## src/rtl/p1305_pkg.sv

```systemverilog
// Shared types, constants and limb helpers for the Poly1305 authenticator.
package p1305_pkg;

  localparam int LIMB_W = 26;
  localparam int NLIMB  = 5;
  localparam int H_W    = LIMB_W + 1;

  localparam logic [63:0] CLAMP_LO = 64'h0fff_fffc_0fff_ffff;
  localparam logic [63:0] CLAMP_HI = 64'h0fff_fffc_0fff_fffc;

  typedef logic [LIMB_W-1:0]  limb_t;
  typedef limb_t [NLIMB-1:0]  limbs_t;

  typedef enum logic [1:0] {
    REG_R_LOW  = 2'd0,
    REG_R_HIGH = 2'd1,
    REG_S_LOW  = 2'd2,
    REG_S_HIGH = 2'd3
  } cfg_reg_t;

  typedef struct packed {
    limbs_t m;
    logic   last;
  } blk_t;

  typedef struct packed {
    logic reserve;
    logic push;
  } oq_ctl_t;

  function automatic limbs_t split26(input logic [63:0] lo, input logic [63:0] hi);
    limbs_t o;
    o[0] = lo[25:0];
    o[1] = lo[51:26];
    o[2] = {hi[13:0], lo[63:52]};
    o[3] = hi[39:14];
    o[4] = {2'b00, hi[63:40]};
    return o;
  endfunction

endpackage

```

## src/rtl/p1305_outq.sv

```systemverilog
// Tag queue with slot reservation so a tag in flight always has room.
module p1305_outq #(
  parameter int DEPTH = 2
) (
  input  logic                clk,
  input  logic                rst_n,
  input  p1305_pkg::oq_ctl_t  ctl,
  input  logic [127:0]        wdata,
  output logic                room,
  input  logic                pop,
  output logic                empty,
  output logic [127:0]        rdata
);
  import p1305_pkg::*;

  localparam int IDX_W = $clog2(DEPTH);
  localparam int CNT_W = $clog2(DEPTH + 1);

  logic [127:0]     mem_r [DEPTH];
  logic [IDX_W-1:0] wr_ptr_r, wr_ptr_nxt;
  logic [IDX_W-1:0] rd_ptr_r, rd_ptr_nxt;
  logic [CNT_W-1:0] cnt_r, cnt_nxt;
  logic [CNT_W-1:0] pend_r, pend_nxt;
  logic [CNT_W:0]   used;
  logic             rd_ok;

  assign used  = {1'b0, cnt_r} + {1'b0, pend_r};
  assign room  = (used < (CNT_W + 1)'(DEPTH));
  assign empty = (cnt_r == '0);
  assign rd_ok = pop && !empty;
  assign rdata = mem_r[rd_ptr_r];

  always_comb begin
    wr_ptr_nxt = wr_ptr_r;
    rd_ptr_nxt = rd_ptr_r;
    cnt_nxt    = cnt_r;
    pend_nxt   = pend_r;
    if (ctl.push) begin
      wr_ptr_nxt = (wr_ptr_r == IDX_W'(DEPTH - 1)) ? '0 : wr_ptr_r + 1'b1;
    end
    if (rd_ok) begin
      rd_ptr_nxt = (rd_ptr_r == IDX_W'(DEPTH - 1)) ? '0 : rd_ptr_r + 1'b1;
    end
    if (ctl.push && !rd_ok) begin
      cnt_nxt = cnt_r + 1'b1;
    end else if (!ctl.push && rd_ok) begin
      cnt_nxt = cnt_r - 1'b1;
    end
    if (ctl.reserve && !ctl.push) begin
      pend_nxt = pend_r + 1'b1;
    end else if (!ctl.reserve && ctl.push) begin
      pend_nxt = pend_r - 1'b1;
    end
  end

  always_ff @(posedge clk) begin
    if (!rst_n) begin
      wr_ptr_r <= '0;
      rd_ptr_r <= '0;
      cnt_r    <= '0;
      pend_r   <= '0;
    end else begin
      wr_ptr_r <= wr_ptr_nxt;
      rd_ptr_r <= rd_ptr_nxt;
      cnt_r    <= cnt_nxt;
      pend_r   <= pend_nxt;
    end
  end

  always_ff @(posedge clk) begin
    if (ctl.push) begin
      mem_r[wr_ptr_r] <= wdata;
    end
  end

endmodule

```

## config.mk

```make
export PLATFORM = sky130hd
export DESIGN_NAME = p1305_outq
export DESIGN_NICKNAME = d
export VERILOG_FILES = /design/src/rtl/p1305_pkg.sv /design/src/rtl/p1305_outq.sv
export SDC_FILE = /design/constraint.sdc
export NUM_CORES = 1
export LEC_CHECK = 0
export BUFFER_PORTS_ARGS = -buffer_cell sky130_fd_sc_hd__buf_2
export CAP_MARGIN = 20
export CORE_MARGIN = 3
export CORE_UTILIZATION = 56
export DETAILED_ROUTE_END_ITERATION = 8
export PLACE_DENSITY = 0.85
export SYNTH_ARGS = -nofsm -noshare
export SYNTH_HDL_FRONTEND = slang
export SYNTH_SLANG_ARGS = --single-unit
```

## constraint.sdc

```tcl
create_clock -name clk -period 17.3 [get_ports clk]
set_clock_uncertainty 0.05 [all_clocks]
set_input_delay 0.865 -clock clk [delete_from_list [all_inputs] [get_ports clk]]
set_output_delay 0.865 -clock clk [all_outputs]
set_load 0.05 [all_outputs]
```

After elaboration in Yosys (flattened, before gate mapping) --
Memories as Yosys holds them, arrays and structs flattened. A register that Yosys moved wholly into a read port is not among the register bits. Index checks and enable logic that the tools add are counted.
Operators by class: $add $sub $neg 7, magnitude comparators 1, mux-type cells 10, reduce and logical (&&, ||, !) cells 12
Operators with widths (count):
- two-way mux 2 bit | 4
- two-way mux 1 bit | 6
- logical AND 1 bit | 5
- adder 2 x 1 -> 2 bit, second input constant | 2
- zero test 1 bit | 4
- nonzero test 2 bit | 2
- subtractor 2 x 1 -> 2 bit, second input constant | 2
- adder 2 x 2 -> 3 bit | 1
- < comparator 3 x 2 -> 1 bit, second input constant | 1
- adder 1 bit, second input constant | 2
- zero test 2 bit | 1
Word-level totals: register bits 6, memory bits (writable) 256, input bits 133, output and inout bits 130, word-level logic and storage cells 35, memories 1
Memory list:
- mem_r | words 2, bits a word 128, read ports 1, clocked after Yosys merged registers in 1, write ports 1, line p1305_outq.sv:19 | logic [127:0] mem_r [DEPTH];

Logic depth before layout (Yosys ltp) --
Gate-level depths: netlist of the first run.
word-level depth 6, gate-level depth with buffers 5, gate-level depth less buffers 5

Worst setup path before layout of the first run --
Ideal clock, no wire load.
kind input to register, start in ctl[0] (netlist name), end mem mem_r[0][0] (enable), library setup time 622 ps, arrival time 6315 ps, required time 16628 ps, slack 10314 ps, stages 2, buffers on the path 0, cell sequence inv_1 > nor2_1
Between the ends: longest elaborated chain between the ends 2
RTL lines:
- from (decl) | line p1305_outq.sv:7 | input p1305_pkg::oq_ctl_t ctl,
- two-way mux 1 bit | line p1305_outq.sv:71 | if (ctl.push) begin
- two-way mux 1 bit (not written as such) | line p1305_outq.sv:72 | mem_r[wr_ptr_r] <= wdata;
- to (decl) | line p1305_outq.sv:19
No other way between the ends.

==> results of run 1 <==
path summary, 6_finish.rpt:
kind                                from  slack (ps)                endpoint
hold / removal    pend_r[1]$_SDFFE_PN0P_         460  pend_r[1]$_SDFFE_PN0P_
setup reg to reg   wr_ptr_r$_SDFFE_PN0P_       14880   mem_r[1][0]$_DFFE_PP_
hold reg to reg   pend_r[1]$_SDFFE_PN0P_         460  pend_r[1]$_SDFFE_PN0P_
setup / recovery               flip-flop       13500                rdata[6]
metal layers:
metal	routed length, µm	vias up
met5	16	-
met2	9570	223
met1	6730	2465
met4	442	4
li1	-	2285
met3	1660	49
per-stage QoR:
step | power [µW] | setup WS (ps) | hold WS [ps] | utilization
floorplan | 1270 | 10310 | 414 | -
global placement | 1370 | 14010 | 426 | 0.665
detailed placement | 1380 | 13990 | 447 | 0.665
CTS | 1910 | 13420 | 455 | 0.714
global route | 1960 | 13340 | 463 | 0.714
finish | 1890 | 13500 | 456 | 0.714
placed cells by master, fill, tap and decap left out, types with 2 or more instances in the layout:
cell and instances:
clkbuf_1 6, ha_1 2, mux2_2 128, or3_1 2
clkbuf_16 27, clkinv_2 3, dfxtp_1 6, clkinv_1 7
bufinv_16 2, inv_1 3, and2_1 5, xor2_1 2
buf_2 262, edfxtp_1 256, xnor2_1 3, o21ai_0 2
buf_4 4
layout make-up:
type | count | area [µm²] | area share
Clock buffer | 33 | 698 | 0.0586
Clock inverter | 13 | 118 | 0.00987
Inverter | 3 | 11.3 | 0.000945
Multi-Input combinational cell | 154 | 1650 | 0.138
Sequential cell | 263 | 7830 | 0.657
Tap cell | 220 | 275 | 0.0231
Timing Repair Buffer | 266 | 1340 | 0.113
kinds of logic (layout without fill, tap and decap cells):
group                      count (synthesis)  count (layout)
and+or+nand+nor                           12              12
DFF                                      263             263
muxes                                    128             128
AOI/OAI and AO/OA                          6               6
buffers and inverters                     17             315
xor gates and xnor gates                   5               5
adders and majority gates                  3               3
worst max-delay path: cells and delay by family (launching register included):
family | cells | cell delay (ps)
mux | 1 | 430
flops | 1 | 880
buf+inv | 2 | 990
state kept, by name, indices dropped and copies added, names as in the netlist, named ones only:
name      flops
cnt_r         2
mem_r       256
pend_r        2
wr_ptr_r      1
rd_ptr_r      1
Yosys cell counts, drive strengths merged:
library cell,n
o21a,1
dfxtp,7
mux2,128
o21ai,3
inv,3
fa,1
nand2,1
edfxtp,256
or3,2
and2,6
xnor2,3
buf,14
ha,2
a21boi,2
nor2,2
xor2,2
nor2b,1
power breakdown:
group / leakage, µW / switching [µW] / total (µW) / internal (µW)
Combinational: 0.00160 / 415 / 588 / 173
Clock: 0.000398 / 214 / 528 / 314
Sequential: 0.00246 / 35.0 / 776 / 741
Total: 0.00446 / 664 / 1890 / 1230
==> impl_metrics.csv, run 1 <==
group,metric,value,unit
global_routing,antenna_found_initial,2,
logic_synthesis,ys_types,20,
logic_synthesis,ys_seq_elements,263,
global_routing,use_met3,0.0618,
flow_run,max_cap_viol_count,0,
setup_path,worstPathRequired,16390,ps
finish,nFillCells,1032,
global_routing,grt_max_degree,78,
setup_path,setup.worst_path.class,"reg -> out",
route,dr.pass1.iters,4,
hold_path,hold_class,"reg -> reg",
setup_path,path_max_fanout,66,
logic_synthesis,yosysWarnings,0,
cts,cts_htree_levels,1,
sta,worst_slew_pin_slew,1000,ps
placed_design,gp_congestion,0.742,
cts,numCtsBuffers,26,
cts,post_cts_resized,0,
route,final_antenna_net_count,0,
global_routing,grt_pass1_wl,27900,µm
logic_synthesis,ys_seq_area_frac,0.814,
route,wire_per_inst,19.3,µm
cts,clk_pin_slew_worst_paths,60,ps
setup_path,path_cells,"buf_4, mux2_2, buf_2",
floorplanning,core_area,16700,µm²
sta,drv_slew,0,
setup_path,r2r_cells,2,
global_routing,gr-usage-all-layers,0.191,
route,wirelength,18400,µm
logic_synthesis,synth-simple-area-share,0.00703,
setup_path,critPathLaunchType,"flip-flop",
global_routing,grt_overflow_total,0,
sta,setup-tns-final,0,ps
floorplanning,dieArea,18800,µm²
global_routing,busiest_layer,"met2",
sta,finalCriticalPeriod,3800,ps
route,drt_iter0_markers,231,
logic_synthesis,synthCells,434,
route,drc,0,
cts,clkSinkCount,263,
cts,clk_latency,510,ps
route,vias,5026,
finish,final_nets,850,
floorplanning,rows,47,
power_and_ir_drop,p_leak,0.00446,µW
finish,n_antenna_cell,0,
cts,cts_tree,"built",
setup_path,crit_arrival,2880,ps
floorplanning,ios,263,
placed_design,hpwl,12300,µm
power_and_ir_drop,peakVddDrop,0.122,mV
logic_synthesis,synth_nets,570,
setup_path,crit_path_top_delay_cell,"dfxtp_4",
logic_synthesis,synthAdderAreaFrac,0.00468,
logic_synthesis,post-synth-top-area-cell,"edfxtp_1",
sta,rsz0062_at_grt,"no",
run_status,outcome,"finished clean",
floorplanning,die_h,137,µm
sta,max_freq,263,MHz
global_routing,grt_pass1_vias,5545,
finish,syn_to_final_growth,24.0,%
sta,final_hold_viol_count,0,
global_routing,use_met1,0.226,
cts,cts_root_buffer,"clkbuf_16",
floorplanning,die_w,137,µm
sta,max_slew_margin,0.331,
setup_path,crit_path_end_kind,"output pin",
finish,drive_gt1_frac,0.587,
logic_synthesis,muxShareOfSynthArea,0.150,
cts,cts_setup_buffers,0,
placed_design,place.port_buffers,262,
setup_path,max_stage_delay,880,ps
sta,setup_viol,0,
global_routing,globalRouteMet2Util,0.334,
hold_path,min_path_cells,2,
logic_synthesis,synth_top_family_by_area,"multiplexers",
placed_design,dp.cells,906,
power_and_ir_drop,cellPowerDensity,159,nW/µm²
logic_synthesis,synth_area_per_cell,22.2,µm²
logic_synthesis,synth-xor-area-share,0.00455,
cts,cts_buffer_depth,3,
logic_synthesis,syn-cell-area,9620,µm²
logic_synthesis,synth_area_leaders,"edfxtp_1 80%, mux2_2 15%, dfxtp_1 1.5%",
cts,cts_hold_buf,0,
logic_synthesis,synth-compound-area-share,0.00390,
floorplanning,initial_core_util,0.576,
placed_design,placed_area,11100,µm²
sta,timing.final.crit_share,0.219,
logic_synthesis,synth_top_area_share,0.799,
finish,design_area,11900,µm²
finish,instances_no_fill,952,
route,via_per_inst,5.28,
(Power assumes the default switching activity.)
==> run 2, diff against run 1 <==
- CORE_UTILIZATION: 56 -> 52
- PLACE_DENSITY: 0.85 -> 0.79
- clock period: 17.3 -> 3.9 ns (I/O delays scaled with it)
==> impl_metrics.csv, run 2 (synthesized netlist as in run 1, its figures left out) <==
group,metric,value,unit
run_status,outcome,"finished clean",
route,wire_per_inst,20.0,µm
sta,whs,139,ps
global_routing,gr-usage-all-layers,0.210,
finish,top_register,"mem_r",
setup_path,reg2reg_to,"mem_r[1][77]$_DFFE_PP_",
cts,clk_pin_slew_worst_paths,60,ps
setup_path,r2r_slack,1900,ps
placed_design,place.port_buffers,262,
setup_path,r2r_cells,2,
cts,clk_latency,510,ps
finish,mostFrequentLayoutCells,"262 x buf_2, 256 x edfxtp_1, 130 x dlygate4sd3_1, 128 x mux2_2, 27 x clkbuf_16",
floorplanning,ios,263,
placed_design,preCtsSetupSlack,1670,ps
finish,seq_area,7830,µm²
cts,cts_tree,"built",
power_and_ir_drop,switchingPower,3060,µW
sta,drv_slew,0,
hold_path,min_path_cells,4,
placed_design,gp_congestion,0.732,
cts,cts_buffer_depth,3,
setup_path,regToRegStartpoint,"wr_ptr_r$_SDFFE_PN0P_",
global_routing,grt_max_degree,75,
floorplanning,dieArea,20200,µm²
setup_path,critPathLaunchType,"flip-flop",
power_and_ir_drop,power_frac_clock,0.310,
global_routing,grt_pass1_wl,33200,µm
finish,multiInputGateArea,1650,µm²
finish,largestRegisters,"mem_r: 256 flops, cnt_r: 2 flops, pend_r: 2 flops",
hold_path,hold_class,"in -> reg",
power_and_ir_drop,cellPowerDensity,669,nW/µm²
power_and_ir_drop,peakVddDrop,0.481,mV
power_and_ir_drop,switching_share,0.341,
global_routing,antenna_found_initial,1,
route,vias,5621,
setup_path,crit_arrival,2470,ps
sta,finalCriticalPeriod,2720,ps
sta,setup_viol,0,
cts,cts_root_buffer,"clkbuf_16",
cts,post_cts_resized,0,
power_and_ir_drop,p_total,8990,µW
floorplanning,core_area,18100,µm²
sta,setup-tns-final,0,ps
floorplanning,initial_core_util,0.532,
setup_path,worstPathRequired,3650,ps
power_and_ir_drop,combPwrFrac,0.306,
power_and_ir_drop,p_leak,0.00510,µW
sta,max_slew_margin,0.388,
flow_run,max_cap_viol_count,0,
global_routing,grt_overflow_total,0,
sta,worst_slew_pin_slew,918,ps
route,via_per_inst,5.12,
finish,final_common_cell,"buf_2",
route,dr.pass1.iters,4,
route,wirelength,21900,µm
cts,numCtsBuffers,27,
placed_design,hpwl,12200,µm
setup_path,crit_path_end_kind,"output pin",
finish,syn_to_final_growth,39.8,%
sta,timing.final.crit_share,0.697,
floorplanning,die_w,142,µm
setup_path,path_max_fanout,67,
cts,clkSinkCount,263,
finish,drive_gt1_frac,0.510,
sta,timing.final.ws_setup,1180,ps
floorplanning,die_h,142,µm
finish,largest_reg_flops,256,
sta,rsz0062_at_grt,"no",
hold_path,min_from,"pop",
finish,n_antenna_cell,0,
sta,final_hold_viol_count,0,
power_and_ir_drop,internal_power,5930,µW
sta,max_freq,368,MHz
route,drc,0,
global_routing,grt_pass1_vias,6284,
finish,nFillCells,988,
route,drt_iter0_markers,251,
finish,final_nets,984,
power_and_ir_drop,seqPwrFrac,0.384,
floorplanning,rows,49,
setup_path,setup.worst_path.class,"reg -> out",
route,final_antenna_net_count,0,
finish,fin_util,0.743,
cts,cts_htree_levels,1,
## run 2: cell count changes in the layout (fill, tap and decap cells not counted), sizes merged
cell | previous run | this run
dlygate4sd3 | 0 | 130
buf | 266 | 269
clkinvlp | 0 | 2
clkinv | 11 | 5
clkbuf | 33 | 35
bufinv | 2 | 7
## run 2: routing by layer
layer / up-vias / part of all wire / global-route usage / wire (µm)
li1: 2547 / - / - / -
met1: 2768 / 0.37 / 0.248 / 8090
met2: 246 / 0.53 / 0.379 / 11600
met3: 58 / 0.070 / 0.0528 / 1540
met4: 2 / 0.031 / 0.0672 / 684
met5: - / 0.00059 / 0 / 13
## run 2: worst max-delay path, cell delays in order, from the launching register on
cell and delay, ps:
dfxtp_4 920, buf_4 370, mux2_2 370, buf_2 220
## run 2: through the flow
stage                     cell area [µm²]  instances
after global placement              11200        918
after detailed placement            11200        918
after global routing                13400       1097
final                               13400       1097
after CTS                           13400       1097
after floorplan                      9620        434
## run 2: how the worst max path moves through the flow
stage	start	end	slack, ps	cells after the start
3_5_place_dp	flip-flop	rdata[60]	1670	3
2_1_floorplan	wr_ptr_r$_SDFFE_PN0P_	mem_r[1][0]$_DFFE_PP_	30	1
5_1_grt	flip-flop	rdata[64]	1040	3
6_report	flip-flop	rdata[92]	1180	3
3_3_place_gp	flip-flop	rdata[29]	1720	3
4_1_cts	flip-flop	rdata[60]	1120	3
## run 2: timing repair
action                     CTS  global route
buffers inserted             0             0
hold endpoints to repair   263             0
hold buffers               130             0
setup endpoints to repair    0             0
## run 2: cell type report
cell class / instances / area share
clock buffers: 35 / 0.0540
clock inverters: 14 / 0.0186
inverters: 3 / 0.000838
flip-flops and latches: 263 / 0.583
repair buffers: 399 / 0.200
well taps: 229 / 0.0213
multi-input cells: 154 / 0.122
## run 2: power by group through the flow
| stage | logic (µW) | registers [µW] | clock network, µW |
|---|---|---|---|
| after floorplan | 2260 | 3390 | 0 |
| after global placement | 2580 | 3500 | 0 |
| after detailed placement | 2620 | 3520 | 0 |
| after CTS | 2740 | 3460 | 2820 |
| after global routing | 2870 | 3480 | 2940 |
| final | 2760 | 3450 | 2790 |
==> run 3, diff against run 2 <==
- clock period: 3.9 -> 2.8 ns (I/O delays scaled with it)
==> impl_metrics.csv, run 3 (synthesized netlist as in run 1, its figures left out) <==
group,metric,value,unit
global_routing,gr-usage-all-layers,0.196,
sta,worst_slew_pin_slew,866,ps
finish,design_area,13200,µm²
cts,cts_htree_levels,1,
sta,setup_viol,0,
global_routing,grt_max_degree,129,
sta,whs,33.3,ps
hold_path,hold_class,"in -> reg",
power_and_ir_drop,combPwrFrac,0.331,
sta,drv_slew,0,
cts,cts_setup_buffers,0,
power_and_ir_drop,peakVddDrop,0.740,mV
cts,cts_buffer_depth,3,
placed_design,hpwl,11800,µm
finish,largest_reg_flops,256,
run_status,outcome,"finished clean",
sta,timing.final.crit_share,0.856,
sta,final_hold_viol_count,0,
setup_path,setup.worst_path.class,"reg -> out",
global_routing,busiest_layer,"met2",
global_routing,use_met3,0.0615,
global_routing,use_met1,0.224,
sta,max_freq,417,MHz
finish,drive_gt1_frac,0.504,
setup_path,path_max_fanout,49,
global_routing,grt_pass1_vias,6123,
floorplanning,ios,263,
route,dr.pass1.iters,4,
finish,mostFrequentLayoutCells,"262 x buf_2, 256 x edfxtp_1, 130 x dlygate4sd3_1, 128 x mux2_2, 26 x clkbuf_16",
power_and_ir_drop,switchingPower,4200,µW
global_routing,globalRouteMet2Util,0.356,
setup_path,critPathLaunchType,"flip-flop",
floorplanning,initial_core_util,0.532,
cts,cts_root_buffer,"clkbuf_16",
finish,final_common_cell,"buf_2",
setup_path,crit_path_end_kind,"output pin",
finish,final_nets,980,
floorplanning,die_w,142,µm
floorplanning,die_h,142,µm
route,wire_per_inst,18.9,µm
route,wirelength,20700,µm
power_and_ir_drop,cellPowerDensity,889,nW/µm²
route,drt_iter0_markers,281,
setup_path,worstPathRequired,2610,ps
floorplanning,core_area,18100,µm²
floorplanning,rows,49,
finish,largestRegisters,"mem_r: 256 flops, cnt_r: 2 flops, pend_r: 2 flops",
sta,max_slew_margin,0.423,
power_and_ir_drop,internal_power,7580,µW
cts,numCtsBuffers,26,
cts,clkSinkCount,263,
route,via_per_inst,5.05,
cts,cts_tree,"built",
setup_path,path_cells,"buf_12, mux2_2, buf_2",
cts,clk_latency,510,ps
sta,setup-tns-final,0,ps
cts,clk_pin_slew_worst_paths,60,ps
sta,rsz0062_at_grt,"no",
finish,syn_to_final_growth,37.7,%
placed_design,place.port_buffers,262,
floorplanning,dieArea,20200,µm²
placed_design,gp_congestion,0.787,
finish,top_register,"mem_r",
power_and_ir_drop,switching_share,0.356,
finish,nFillCells,1021,
route,drc,0,
setup_path,crit_arrival,2210,ps
setup_path,max_stage_delay,700,ps
power_and_ir_drop,p_total,11800,µW
flow_run,max_cap_viol_count,0,
power_and_ir_drop,seqPwrFrac,0.403,
sta,finalCriticalPeriod,2400,ps
route,final_antenna_net_count,0,
route,vias,5515,
power_and_ir_drop,p_leak,0.00501,µW
placed_design,placed_area,11200,µm²
global_routing,antenna_found_initial,0,
setup_path,crit_path_top_delay_cell,"dfxtp_4",
global_routing,grt_pass1_wl,31400,µm
power_and_ir_drop,power_frac_clock,0.266,
global_routing,grt_overflow_total,0,
==> run 3: cell count changes in the layout (fill, tap and decap cells not counted) <==
cell,delta
clkinv_2,+4
diode_2,+3
clkinv_1,+7
bufinv_16,-6
clkbuf_16,-1
clkinv_8,+1
buf_4,-5
clkinvlp_4,-2
clkbuf_1,-5
buf_12,+2
clkbuf_8,-2
==> run 3: routing by layer <==
layer	routed length [µm]	up-vias
li1	-	2543
met2	10900	232
met4	446	0
met5	0	-
met1	7620	2700
met3	1650	40
==> run 3: final timing paths <==
kind | cells past startpoint | slack, ps | start | end
hold reg to reg | 2 | 440 | pend_r[1]$_SDFFE_PN0P_ | pend_r[1]$_SDFFE_PN0P_
setup / recovery | 3 | 400 | flip-flop | rdata[115]
hold / removal | 4 | 30 | ctl[1] | pend_r[1]$_SDFFE_PN0P_
setup reg to reg | 2 | 1110 | wr_ptr_r$_SDFFE_PN0P_ | mem_r[1][103]$_DFFE_PP_
==> run 3: final cells by class <==
cell class / instances / area [µm²] / share of cell area
inverter: 3 / 11.3 / 0.000850
clock inverter: 18 / 118 / 0.00888
sequential: 263 / 7830 / 0.591
antenna: 3 / 7.51 / 0.000567
tap: 229 / 287 / 0.0216
clock buffer: 27 / 654 / 0.0494
multi-input combinational: 154 / 1650 / 0.124
timing repair buffer: 396 / 2690 / 0.203
==> run 3: critical path, delay by kind of cell (launching register included) <==
kind | cells | cell delay [ps]
flops | 1 | 700
mux | 1 | 390
buf+inv | 2 | 550
==> run 3: per-stage QoR <==
stage                     worst slack (ps)  utilization  cells
after global routing                   296        0.732   1090
after detailed placement               935        0.617    915
final                                  404        0.732   1093
after global placement                 959        0.617    915
after CTS                              375        0.732   1090
after floorplan                       97.0            -    434
==> run 3: power groups by stage <==
stage | registers (µW) | logic (µW) | clock network [µW]
finish | 4740 | 3900 | 3130
detailed placement | 4820 | 3740 | 0
global placement | 4810 | 3690 | 0
CTS | 4740 | 3900 | 3190
global route | 4770 | 4060 | 3370
floorplan | 4710 | 3150 | 0
==> run 3: what timing repair did <==
item                                   4_1_cts  5_1_grt
endpoints found under the hold margin      263        0
resized for setup                            0        0
hold buffers                               130        0
